==> src/sv/plst_pkg.sv <==
// ----------------------------------------------------------------------------
// plst_pkg
// Shared request codes, status codes, field widths and the result struct
// of the positional list engine.
// ----------------------------------------------------------------------------
package plst_pkg;

  // field widths of one item and one result
  localparam int REQ_W   = 4;
  localparam int VALUE_W = 32;
  localparam int POS_W   = 5;
  localparam int STAT_W  = 2;
  localparam int SIZE_W  = 5;

  // request codes
  localparam logic [REQ_W-1:0] REQ_PUSH_FRONT = 4'd0;
  localparam logic [REQ_W-1:0] REQ_PUSH_BACK  = 4'd1;
  localparam logic [REQ_W-1:0] REQ_INSERT     = 4'd2;
  localparam logic [REQ_W-1:0] REQ_POP_FRONT  = 4'd3;
  localparam logic [REQ_W-1:0] REQ_POP_BACK   = 4'd4;
  localparam logic [REQ_W-1:0] REQ_REMOVE     = 4'd5;
  localparam logic [REQ_W-1:0] REQ_ROTL       = 4'd6;
  localparam logic [REQ_W-1:0] REQ_ROTR       = 4'd7;
  localparam logic [REQ_W-1:0] REQ_REVERSE    = 4'd8;
  localparam logic [REQ_W-1:0] REQ_MIDDLE     = 4'd9;
  localparam logic [REQ_W-1:0] REQ_MOVE       = 4'd10;
  localparam logic [REQ_W-1:0] REQ_SWAP       = 4'd11;

  // status codes
  localparam logic [STAT_W-1:0] ST_OK    = 2'd0;
  localparam logic [STAT_W-1:0] ST_EMPTY = 2'd1;
  localparam logic [STAT_W-1:0] ST_FULL  = 2'd2;
  localparam logic [STAT_W-1:0] ST_RANGE = 2'd3;

  // one finished result handed from the sequencer to the output stage
  typedef struct packed {
    logic signed [VALUE_W-1:0] value;
    logic                      valid;
    logic [STAT_W-1:0]         status;
    logic [SIZE_W-1:0]         size;
  } result_t;

endpackage

==> src/sv/positional_list_engine_unit.sv <==
// Sequence: a failed check or a request that changes nothing goes straight to the
//   result; a push writes once, pop and middle read once; insert, remove and move
//   shift elements (move also writes the held one), rotate first reduces modulo count.
// Only one item is in flight: the next is accepted after the result is handed on;
//   each element moved takes a read and a write.
// Reset: clears count, head and output valid; RAM contents stay undefined.
// ----------------------------------------------------------------------------
// positional_list_engine_unit
// Ordered list of signed 32-bit values with positional insert, remove,
// rotate, reverse, move and swap, held as a circular buffer in RAM.
// ----------------------------------------------------------------------------
module positional_list_engine_unit #(
  parameter int CAPACITY = 16
) (
  input  logic                                clk,
  input  logic                                rst,
  input  logic                                in_valid,
  output logic                                in_stall,
  input  logic [plst_pkg::REQ_W-1:0]          req_type,
  input  logic signed [plst_pkg::VALUE_W-1:0] item_value,
  input  logic [plst_pkg::POS_W-1:0]          position,
  input  logic [plst_pkg::POS_W-1:0]          second_position,
  output logic                                out_valid,
  input  logic                                out_stall,
  output logic signed [plst_pkg::VALUE_W-1:0] result_value,
  output logic                                value_valid,
  output logic [plst_pkg::STAT_W-1:0]         status,
  output logic [plst_pkg::SIZE_W-1:0]         list_size
);

  logic idle, done, slot_free, start;
  plst_pkg::result_t result;

  assign in_stall  = !idle;
  assign start     = in_valid && !in_stall;
  assign slot_free = !out_valid || !out_stall;

  plst_ctrl #(
    .CAPACITY (CAPACITY)
  ) u_ctrl (
    .clk             (clk),
    .rst             (rst),
    .start           (start),
    .req_type        (req_type),
    .item_value      (item_value),
    .position        (position),
    .second_position (second_position),
    .slot_free       (slot_free),
    .idle            (idle),
    .done            (done),
    .result          (result)
  );

  // output register
  always_ff @(posedge clk) begin
    if (rst) begin
      out_valid <= 1'b0;
    end else if (done) begin
      out_valid <= 1'b1;
    end else if (!out_stall) begin
      out_valid <= 1'b0;
    end
  end

  always_ff @(posedge clk) begin
    if (done) begin
      result_value <= result.value;
      value_valid  <= result.valid;
      status       <= result.status;
      list_size    <= result.size;
    end
  end

  // a result is only handed over when the output slot can take it
  a_done_slot: assert property (@(posedge clk) disable iff (rst) done |-> slot_free)
    else $error("result finished while output slot busy");

  // an accepted item keeps the block busy on the next cycle
  a_busy: assert property (@(posedge clk) disable iff (rst) start |=> in_stall)
    else $error("block idle right after accepting an item");

  // a result without an element carries a zero value
  a_zero_value: assert property (@(posedge clk) disable iff (rst)
    (out_valid && !value_valid) |-> (result_value == '0))
    else $error("nonzero value without value_valid");

endmodule

==> src/sv/plst_ram.sv <==
// ----------------------------------------------------------------------------
// plst_ram
// Generic simple dual-port RAM: one write port, one read port with
// registered read data.
// ----------------------------------------------------------------------------
module plst_ram #(
  parameter int WIDTH = 32,
  parameter int DEPTH = 16
) (
  input  logic                     clk,
  input  logic                     we,
  input  logic [$clog2(DEPTH)-1:0] waddr,
  input  logic [WIDTH-1:0]         wdata,
  input  logic                     re,
  input  logic [$clog2(DEPTH)-1:0] raddr,
  output logic [WIDTH-1:0]         rdata
);

  logic [WIDTH-1:0] mem [DEPTH];

  // write port and registered read port
  always_ff @(posedge clk) begin
    if (we) begin
      mem[waddr] <= wdata;
    end
    if (re) begin
      rdata <= mem[raddr];
    end
  end

endmodule

==> src/sv/plst_ctrl.sv <==
// ----------------------------------------------------------------------------
// plst_ctrl
// Request sequencer: keeps head and count of a circular list held in RAM,
// checks each request, then walks the RAM one read or write per cycle.
// ----------------------------------------------------------------------------
module plst_ctrl #(
  parameter int CAPACITY = 16
) (
  input  logic                                clk,
  input  logic                                rst,
  input  logic                                start,
  input  logic [plst_pkg::REQ_W-1:0]          req_type,
  input  logic signed [plst_pkg::VALUE_W-1:0] item_value,
  input  logic [plst_pkg::POS_W-1:0]          position,
  input  logic [plst_pkg::POS_W-1:0]          second_position,
  input  logic                                slot_free,
  output logic                                idle,
  output logic                                done,
  output plst_pkg::result_t                   result
);

  localparam int AW = $clog2(CAPACITY);
  localparam int CW = $clog2(CAPACITY + 1);
  localparam int PW = ((CW > plst_pkg::POS_W) ? CW : plst_pkg::POS_W) + 1;

  typedef enum logic [3:0] {
    S_IDLE, S_PLAN, S_DIV, S_GET_RD, S_GET_WT, S_SH_RD, S_SH_WR, S_PUT,
    S_SW_RA, S_SW_RB, S_SW_WA, S_SW_WB, S_FIN
  } state_t;

  state_t state;
  logic [AW-1:0] head;
  logic [CW-1:0] count;
  logic [plst_pkg::REQ_W-1:0] req;
  logic [plst_pkg::POS_W-1:0] p1;
  logic [plst_pkg::POS_W-1:0] p2;
  logic [CW-1:0] rd_idx, wr_idx, put_idx, get_idx, sw_a, sw_b, steps;
  logic up, rot, do_put, keep, adv;
  logic [PW-1:0] rem;
  logic [plst_pkg::VALUE_W-1:0] hold, hold_a, res;
  logic vld;
  logic [plst_pkg::STAT_W-1:0] st;

  logic [PW-1:0] nx, p1x, p2x;
  logic [CW-1:0] i1, i2, rot_t, rot_k;
  logic is_full, is_empty, p1_bad, p2_bad, ins_bad;

  logic we, re;
  logic [AW-1:0] waddr, raddr;
  logic [plst_pkg::VALUE_W-1:0] wdata, rdata;

  // logical index to RAM address, wrapping around the circular buffer
  function automatic logic [AW-1:0] phys(input logic [AW-1:0] h, input logic [CW-1:0] l);
    logic [CW:0] s;
    s = (CW+1)'(h) + (CW+1)'(l);
    if (s >= (CW+1)'(CAPACITY)) begin
      s = s - (CW+1)'(CAPACITY);
    end
    return s[AW-1:0];
  endfunction

  function automatic logic [AW-1:0] head_inc(input logic [AW-1:0] h);
    return (h == AW'(CAPACITY - 1)) ? '0 : h + 1'b1;
  endfunction

  function automatic logic [AW-1:0] head_dec(input logic [AW-1:0] h);
    return (h == '0) ? AW'(CAPACITY - 1) : h - 1'b1;
  endfunction

  // request checks
  assign nx       = PW'(count);
  assign p1x      = PW'(p1);
  assign p2x      = PW'(p2);
  assign i1       = CW'(p1x - 1'b1);
  assign i2       = CW'(p2x - 1'b1);
  assign is_full  = (count == CW'(CAPACITY));
  assign is_empty = (count == '0);
  assign p1_bad   = (p1x == '0) || (p1x > nx);
  assign p2_bad   = (p2x == '0) || (p2x > nx);
  assign ins_bad  = (p1x == '0) || (p1x > nx + 1'b1);

  // rotation amount after the modulo, as a left rotation
  assign rot_t = CW'(rem);
  assign rot_k = (req == plst_pkg::REQ_ROTL || rot_t == '0) ? rot_t : count - rot_t;

  // ram port drive
  always_comb begin
    re    = 1'b0;
    we    = 1'b0;
    raddr = '0;
    waddr = '0;
    wdata = hold;
    case (state)
      S_GET_RD: begin
        re    = 1'b1;
        raddr = phys(head, get_idx);
      end
      S_SH_RD: begin
        re    = 1'b1;
        raddr = phys(head, rd_idx);
      end
      S_SH_WR: begin
        we    = 1'b1;
        waddr = phys(head, wr_idx);
        wdata = rdata;
      end
      S_PUT: begin
        we    = 1'b1;
        waddr = phys(head, put_idx);
      end
      S_SW_RA: begin
        re    = 1'b1;
        raddr = phys(head, sw_a);
      end
      S_SW_RB: begin
        re    = 1'b1;
        raddr = phys(head, sw_b);
      end
      S_SW_WA: begin
        we    = 1'b1;
        waddr = phys(head, sw_a);
        wdata = rdata;
      end
      S_SW_WB: begin
        we    = 1'b1;
        waddr = phys(head, sw_b);
        wdata = hold_a;
      end
      default: begin
      end
    endcase
  end

  plst_ram #(
    .WIDTH (plst_pkg::VALUE_W),
    .DEPTH (CAPACITY)
  ) u_ram (
    .clk   (clk),
    .we    (we),
    .waddr (waddr),
    .wdata (wdata),
    .re    (re),
    .raddr (raddr),
    .rdata (rdata)
  );

  // sequencer
  always_ff @(posedge clk) begin
    if (rst) begin
      state <= S_IDLE;
      head  <= '0;
      count <= '0;
    end else begin
      case (state)
        S_IDLE: begin
          if (start) begin
            req   <= req_type;
            hold  <= item_value;
            p1    <= position;
            p2    <= second_position;
            state <= S_PLAN;
          end
        end

        S_PLAN: begin
          st     <= plst_pkg::ST_OK;
          res    <= '0;
          vld    <= 1'b0;
          do_put <= 1'b0;
          keep   <= 1'b0;
          adv    <= 1'b0;
          rot    <= 1'b0;
          steps  <= '0;
          state  <= S_FIN;
          case (req)
            plst_pkg::REQ_PUSH_FRONT, plst_pkg::REQ_PUSH_BACK: begin
              if (is_full) begin
                st <= plst_pkg::ST_FULL;
              end else begin
                if (req == plst_pkg::REQ_PUSH_FRONT) begin
                  head    <= head_dec(head);
                  put_idx <= '0;
                end else begin
                  put_idx <= count;
                end
                count  <= count + 1'b1;
                do_put <= 1'b1;
                state  <= S_PUT;
              end
            end
            plst_pkg::REQ_INSERT: begin
              if (is_full) begin
                st <= plst_pkg::ST_FULL;
              end else if (ins_bad) begin
                st <= plst_pkg::ST_RANGE;
              end else begin
                rd_idx  <= count - 1'b1;
                wr_idx  <= count;
                up      <= 1'b0;
                steps   <= count - i1;
                put_idx <= i1;
                do_put  <= 1'b1;
                count   <= count + 1'b1;
                state   <= (count != i1) ? S_SH_RD : S_PUT;
              end
            end
            plst_pkg::REQ_POP_FRONT, plst_pkg::REQ_POP_BACK, plst_pkg::REQ_MIDDLE: begin
              if (is_empty) begin
                st <= plst_pkg::ST_EMPTY;
              end else begin
                if (req == plst_pkg::REQ_POP_FRONT) begin
                  get_idx <= '0;
                  adv     <= 1'b1;
                  count   <= count - 1'b1;
                end else if (req == plst_pkg::REQ_POP_BACK) begin
                  get_idx <= count - 1'b1;
                  count   <= count - 1'b1;
                end else begin
                  get_idx <= count >> 1;
                end
                state <= S_GET_RD;
              end
            end
            plst_pkg::REQ_REMOVE: begin
              if (is_empty) begin
                st <= plst_pkg::ST_EMPTY;
              end else if (p1_bad) begin
                st <= plst_pkg::ST_RANGE;
              end else begin
                get_idx <= i1;
                rd_idx  <= i1 + 1'b1;
                wr_idx  <= i1;
                up      <= 1'b1;
                steps   <= count - 1'b1 - i1;
                count   <= count - 1'b1;
                state   <= S_GET_RD;
              end
            end
            plst_pkg::REQ_ROTL, plst_pkg::REQ_ROTR: begin
              if (is_empty) begin
                st <= plst_pkg::ST_EMPTY;
              end else begin
                rem   <= p1x;
                state <= S_DIV;
              end
            end
            plst_pkg::REQ_REVERSE: begin
              sw_a  <= '0;
              sw_b  <= count - 1'b1;
              steps <= count >> 1;
              state <= (count > CW'(1)) ? S_SW_RA : S_FIN;
            end
            plst_pkg::REQ_MOVE: begin
              if (is_empty) begin
                st <= plst_pkg::ST_EMPTY;
              end else if (p1_bad || p2_bad) begin
                st <= plst_pkg::ST_RANGE;
              end else begin
                get_idx <= i1;
                keep    <= 1'b1;
                do_put  <= 1'b1;
                put_idx <= i2;
                wr_idx  <= i1;
                if (i1 < i2) begin
                  rd_idx <= i1 + 1'b1;
                  up     <= 1'b1;
                  steps  <= i2 - i1;
                end else begin
                  rd_idx <= i1 - 1'b1;
                  up     <= 1'b0;
                  steps  <= i1 - i2;
                end
                state <= S_GET_RD;
              end
            end
            plst_pkg::REQ_SWAP: begin
              if (is_empty) begin
                st <= plst_pkg::ST_EMPTY;
              end else if (p1_bad || p2_bad) begin
                st <= plst_pkg::ST_RANGE;
              end else begin
                sw_a  <= i1;
                sw_b  <= i2;
                steps <= CW'(1);
                state <= S_SW_RA;
              end
            end
            default: begin
            end
          endcase
        end

        // rotate amount modulo count by repeated subtraction
        S_DIV: begin
          if (rem >= nx) begin
            rem <= rem - nx;
          end else begin
            rd_idx <= '0;
            wr_idx <= count;
            rot    <= 1'b1;
            steps  <= rot_k;
            state  <= (rot_k != '0) ? S_SH_RD : S_FIN;
          end
        end

        S_GET_RD: begin
          state <= S_GET_WT;
        end

        S_GET_WT: begin
          if (keep) begin
            hold <= rdata;
          end else begin
            res <= rdata;
            vld <= 1'b1;
          end
          state <= (steps != '0) ? S_SH_RD : (do_put ? S_PUT : S_FIN);
        end

        S_SH_RD: begin
          state <= S_SH_WR;
        end

        // one element moved; rotation moves the front to the back
        S_SH_WR: begin
          if (rot) begin
            head <= head_inc(head);
          end else if (up) begin
            rd_idx <= rd_idx + 1'b1;
            wr_idx <= wr_idx + 1'b1;
          end else begin
            rd_idx <= rd_idx - 1'b1;
            wr_idx <= wr_idx - 1'b1;
          end
          steps <= steps - 1'b1;
          state <= (steps != CW'(1)) ? S_SH_RD : (do_put ? S_PUT : S_FIN);
        end

        S_PUT: begin
          state <= S_FIN;
        end

        S_SW_RA: begin
          state <= S_SW_RB;
        end

        S_SW_RB: begin
          hold_a <= rdata;
          state  <= S_SW_WA;
        end

        S_SW_WA: begin
          state <= S_SW_WB;
        end

        S_SW_WB: begin
          sw_a  <= sw_a + 1'b1;
          sw_b  <= sw_b - 1'b1;
          steps <= steps - 1'b1;
          state <= (steps != CW'(1)) ? S_SW_RA : S_FIN;
        end

        S_FIN: begin
          if (slot_free) begin
            if (adv) begin
              head <= head_inc(head);
            end
            state <= S_IDLE;
          end
        end

        default: begin
          state <= S_IDLE;
        end
      endcase
    end
  end

  // result hand-off
  assign idle          = (state == S_IDLE);
  assign done          = (state == S_FIN) && slot_free;
  assign result.value  = res;
  assign result.valid  = vld;
  assign result.status = st;
  assign result.size   = plst_pkg::SIZE_W'(count);

endmodule

==> config.mk <==
export PLATFORM = sky130hd
export DESIGN_NAME = positional_list_engine_unit
export DESIGN_NICKNAME = d
export VERILOG_FILES = /design/src/sv/plst_pkg.sv /design/src/sv/positional_list_engine_unit.sv /design/src/sv/plst_ram.sv /design/src/sv/plst_ctrl.sv
export SDC_FILE = /design/constraint.sdc
export NUM_CORES = 1
export LEC_CHECK = 0
export BUFFER_PORTS_ARGS = -buffer_cell sky130_fd_sc_hd__buf_4
export CAP_MARGIN = 20
export CORE_ASPECT_RATIO = 1.75
export CORE_MARGIN = 4
export CORE_UTILIZATION = 45
export DETAILED_ROUTE_END_ITERATION = 8
export GPL_ROUTABILITY_DRIVEN = 0
export GPL_TIMING_DRIVEN = 0
export PLACE_DENSITY = 0.65
export SYNTH_ARGS = -nofsm -noshare
export SYNTH_HDL_FRONTEND = slang
export SYNTH_SLANG_ARGS = --single-unit
==> constraint.sdc <==
create_clock -name clk -period 6.9 [get_ports clk]
set_clock_uncertainty 0.05 [all_clocks]
set_input_delay 0.345 -clock clk [delete_from_list [all_inputs] [get_ports clk]]
set_output_delay 0.345 -clock clk [all_outputs]
set_load 0.02 [all_outputs]
==> results.tsv <==
stage	metric	value	unit
cts	ctsLongestPathBuffers	3	
cts	tritoncts	yes	
floorplanning	start_util	45.3	%
routing	ant_nets	0	
cts	root_buffer	clkbuf_16	
layout	fillCellCount	5981	
layout	mostFrequentLayoutCell	edfxtp_1	
cts	ctsHoldBuffers	43	
routing	drt_wl_total	97200	µm
worst_setup_path	worstPathCellList	buf_4 > clkbuf_1 > nor2b_1 > clkbuf_1 > nand3_1 > mux2_2 > ha_1 > fa_1 > xor2_1 > a31oi_1 > o21ai_0 > clkbuf_2 > nor2_4 > buf_16	
routing	wl_met1	32500	µm
layout	stdcell_area	38700	µm²
worst_hold_path	hold_depth	2	
timing	tightest_slew	1.13	ns
worst_setup_path	path_class	reg2reg	
floorplanning	fp.coreArea	73800	µm²
cts	clk_pin_slew	0.07	ns
grt	grt_pass1_wl	142000	µm
worst_setup_path	crit_required	7.18	ns
worst_setup_path	path_depth	14	
placed_design	post_dp_cell_area	36200	µm²
timing	fin_crit_sh	82.8	%
worst_setup_path	crit_path_start_kind	register	
layout	area_growth	15.6	%
placed_design	hpwl	70500	µm
grt	antenna_found_initial	2	
worst_setup_path	worstPathArrival	6.00	ns
logic_synthesis	seq_area_frac_synth	67.0	%
run_status	status	complete, but fails checks	
routing	drtIter0Drc	2086	
power_and_ir_drop	clockPowerShare	25.0	%
power_and_ir_drop	ir_drop	243	µV
routing	top_layer_used	met5	
routing	wl_met3	5100	µm
timing	drv_slew	0	
job	maxCapViolCount	0	
power_and_ir_drop	p_total	14.3	mW
timing	rsz0062_at_grt	false	
grt	grt_use_total	24.1	%
routing	viasPerCell	6.03	
worst_setup_path	cp_max_fo	18	
floorplanning	die_y	369	µm
power_and_ir_drop	swShare	34.1	%
run_status	violations	design-rule violations	
floorplanning	fp.dieArea	78900	µm²
routing	vias	20800	
logic_synthesis	syn_nets	2352	
logic_synthesis	syn_inst	2219	
logic_synthesis	yosys_warnings	0	
worst_setup_path	critPathCaptureType	register	
layout	drive_above_1_share	17.9	%
cts	numClockSinks	751	
routing	wire_per_inst	28.2	µm
power_and_ir_drop	p_sw	4.87	mW
worst_setup_path	r2r_cells	14	
cts	cts_setup_buffers	0	
placed_design	port_buffers	91	
grt	grt_pass1_vias	21500	
timing	timing.fmax	175	MHz
timing	finalCriticalPeriod	5.72	ns
logic_synthesis	yosys_most_used_dff	edfxtp_1	
cts	clk_latency	0.63	ns
routing	drc	13	
logic_synthesis	yosys.cell_types.count	89	
floorplanning	io_pins	92	
routing	firstDrtPassIters	9	
cts	cts_resized	0	
timing	setup_viol	0	
power_and_ir_drop	power.leakage	14.4	nW
logic_synthesis	synth-async-reset-ratio	0	%
power_and_ir_drop	combinationalPowerShare	32.9	%
floorplanning	row_count	132	
logic_synthesis	synth-edff-count	737	
power_and_ir_drop	powerDensity	370	nW/µm²
layout	final_nets	2589	
routing	wl_met2	52000	µm
worst_hold_path	holdCritPathClass	in2reg	
floorplanning	fp.dieW	214	µm
logic_synthesis	synth_area	33500	µm²
timing	finalHoldViolations	0	
cts	cts_buffers	61	
timing	slew_headroom	24.2	%
logic_synthesis	ys_ff_latch	751	
power_and_ir_drop	p_seq_share	42.1	%
layout	final_cell_mix	737 x edfxtp_1, 205 x mux2i_1, 186 x nand2_1	
power_and_ir_drop	internal_power	9.42	mW
worst_setup_path	crit_buf_inv	5	
cts	htree_num_levels	2	
grt	grt_overflow	0	
worst_setup_path	crit_top_cell	clkbuf_1	
worst_setup_path	cpPeakStageDelay	0.72	ns
logic_synthesis	synth_area_per_cell	15.1	µm²
worst_setup_path	critPathSlowestCell	nor2_4	
grt	grt_max_degree	25	
worst_setup_path	path_delay_family	buffers and inverters	
==> sequential cells by signal, indices dropped and copies added, names as in the netlist, 5 cells and up <==
register / cells
list_size: 5
result_value: 32
u_ctrl.count: 5
u_ctrl.hold: 32
u_ctrl.hold_a: 32
u_ctrl.p1: 5
u_ctrl.p2: 5
u_ctrl.rem: 6
u_ctrl.res: 32
u_ctrl.steps: 5
u_ctrl.u_ram.mem: 512
u_ctrl.u_ram.rdata: 32
==> logic make-up (layout without fill, tap and decap cells) <==
| kind of cell | count (synthesis) | in the layout | share of synthesized area [%] |
|---|---|---|---|
| fa+ha+maj | 83 | 83 | 3.37 |
| flops | 751 | 751 | 67.0 |
| mux | 278 | 278 | 8.60 |
| simple gates | 437 | 437 | 6.55 |
| xor+xnor | 57 | 57 | 1.51 |
| other cells | 0 | 2 | 0 |
| compound gates | 405 | 405 | 10.0 |
| buf+inv | 208 | 496 | 2.95 |
==> per-layer routing <==
layer / track usage (%) / vias up
met5: 0 / -
met4: 15.5 / 2
met3: 3.27 / 335
met2: 45.4 / 896
met1: 24.9 / 10400
li1: - / 9185
==> area by class of cell <==
class | instances | area [µm²] | share of cell area, %
diodes | 2 | 5.00 | 0.0129
plain buffers | 123 | 668 | 1.73
clock buffers | 76 | 1620 | 4.20
clock inverters | 38 | 409 | 1.06
inverters | 85 | 319 | 0.825
multi-input cells | 1260 | 10200 | 26.5
flip-flops and latches | 751 | 22400 | 58.0
well taps | 938 | 1170 | 3.04
repair buffers | 174 | 1820 | 4.71
==> power groups by stage <==
stage / clock network (mW) / registers (mW) / logic (mW)
after floorplan: 0 / 6.00 / 2.98
after global placement: 0 / 6.13 / 4.38
after detailed placement: 0 / 6.11 / 4.61
after CTS: 3.63 / 6.00 / 4.66
after global routing: 3.81 / 6.03 / 4.99
final: 3.58 / 6.01 / 4.70
==> synthesized netlist by cell type, types with 10 or more instances <==
library cell  count  share of area, %
nand2b_1         11              0.21
or3_1            10              0.19
nor3_1           14              0.21
a21o_1           17              0.38
clkbuf_1         46              0.52
mux2_2           72               2.4
xor2_1           20              0.52
nand3b_1         10              0.22
and3_1           40              0.75
mux2i_1         205               6.1
ha_1             71               2.7
nor2_1           71              0.80
buf_6            10              0.34
o22ai_1          16              0.30
xnor2_1          36              0.94
dfxtp_1          14              0.84
a31oi_1          11              0.21
a222oi_1         34               1.0
nand2_1         186               2.1
buf_2            42              0.63
inv_1            84              0.94
a32o_1           69               2.1
a221oi_2         24               1.1
edfxtp_1        737                66
a21oi_1          58              0.87
a221oi_1         42               1.1
o21ai_0          47              0.70
fa_1             12              0.72
nor2b_1          15              0.28
nand3_1          28              0.42
buf_4            20              0.45
==> path summary, 6_finish.rpt <==
check,from,to,slack (ns)
max,u_ctrl.state[2],u_ctrl.u_ram.mem[10][11],1.18
min,item_value[3],u_ctrl.hold[3],0.02
max reg2reg,u_ctrl.state[2],u_ctrl.u_ram.mem[10][11],1.18
min reg2reg,u_ctrl.res[23],result_value[23],0.37
==> stage by stage <==
step	utilization, %	worst slack (ns)	setup TNS (ns)	cells	hold WS [ns]
after floorplan	-	1.26	0	2219	0.350
after global placement	47.8	-2.44	-356.25	3248	0.351
after detailed placement	49.0	1.16	0	3285	0.355
after CTS	52.3	1.13	0	3442	0.00568
after global routing	52.4	1.02	0	3445	0.0176
final	52.4	1.18	0	3447	0.0234
No activity file was read; power rests on OpenSTA's default activity.
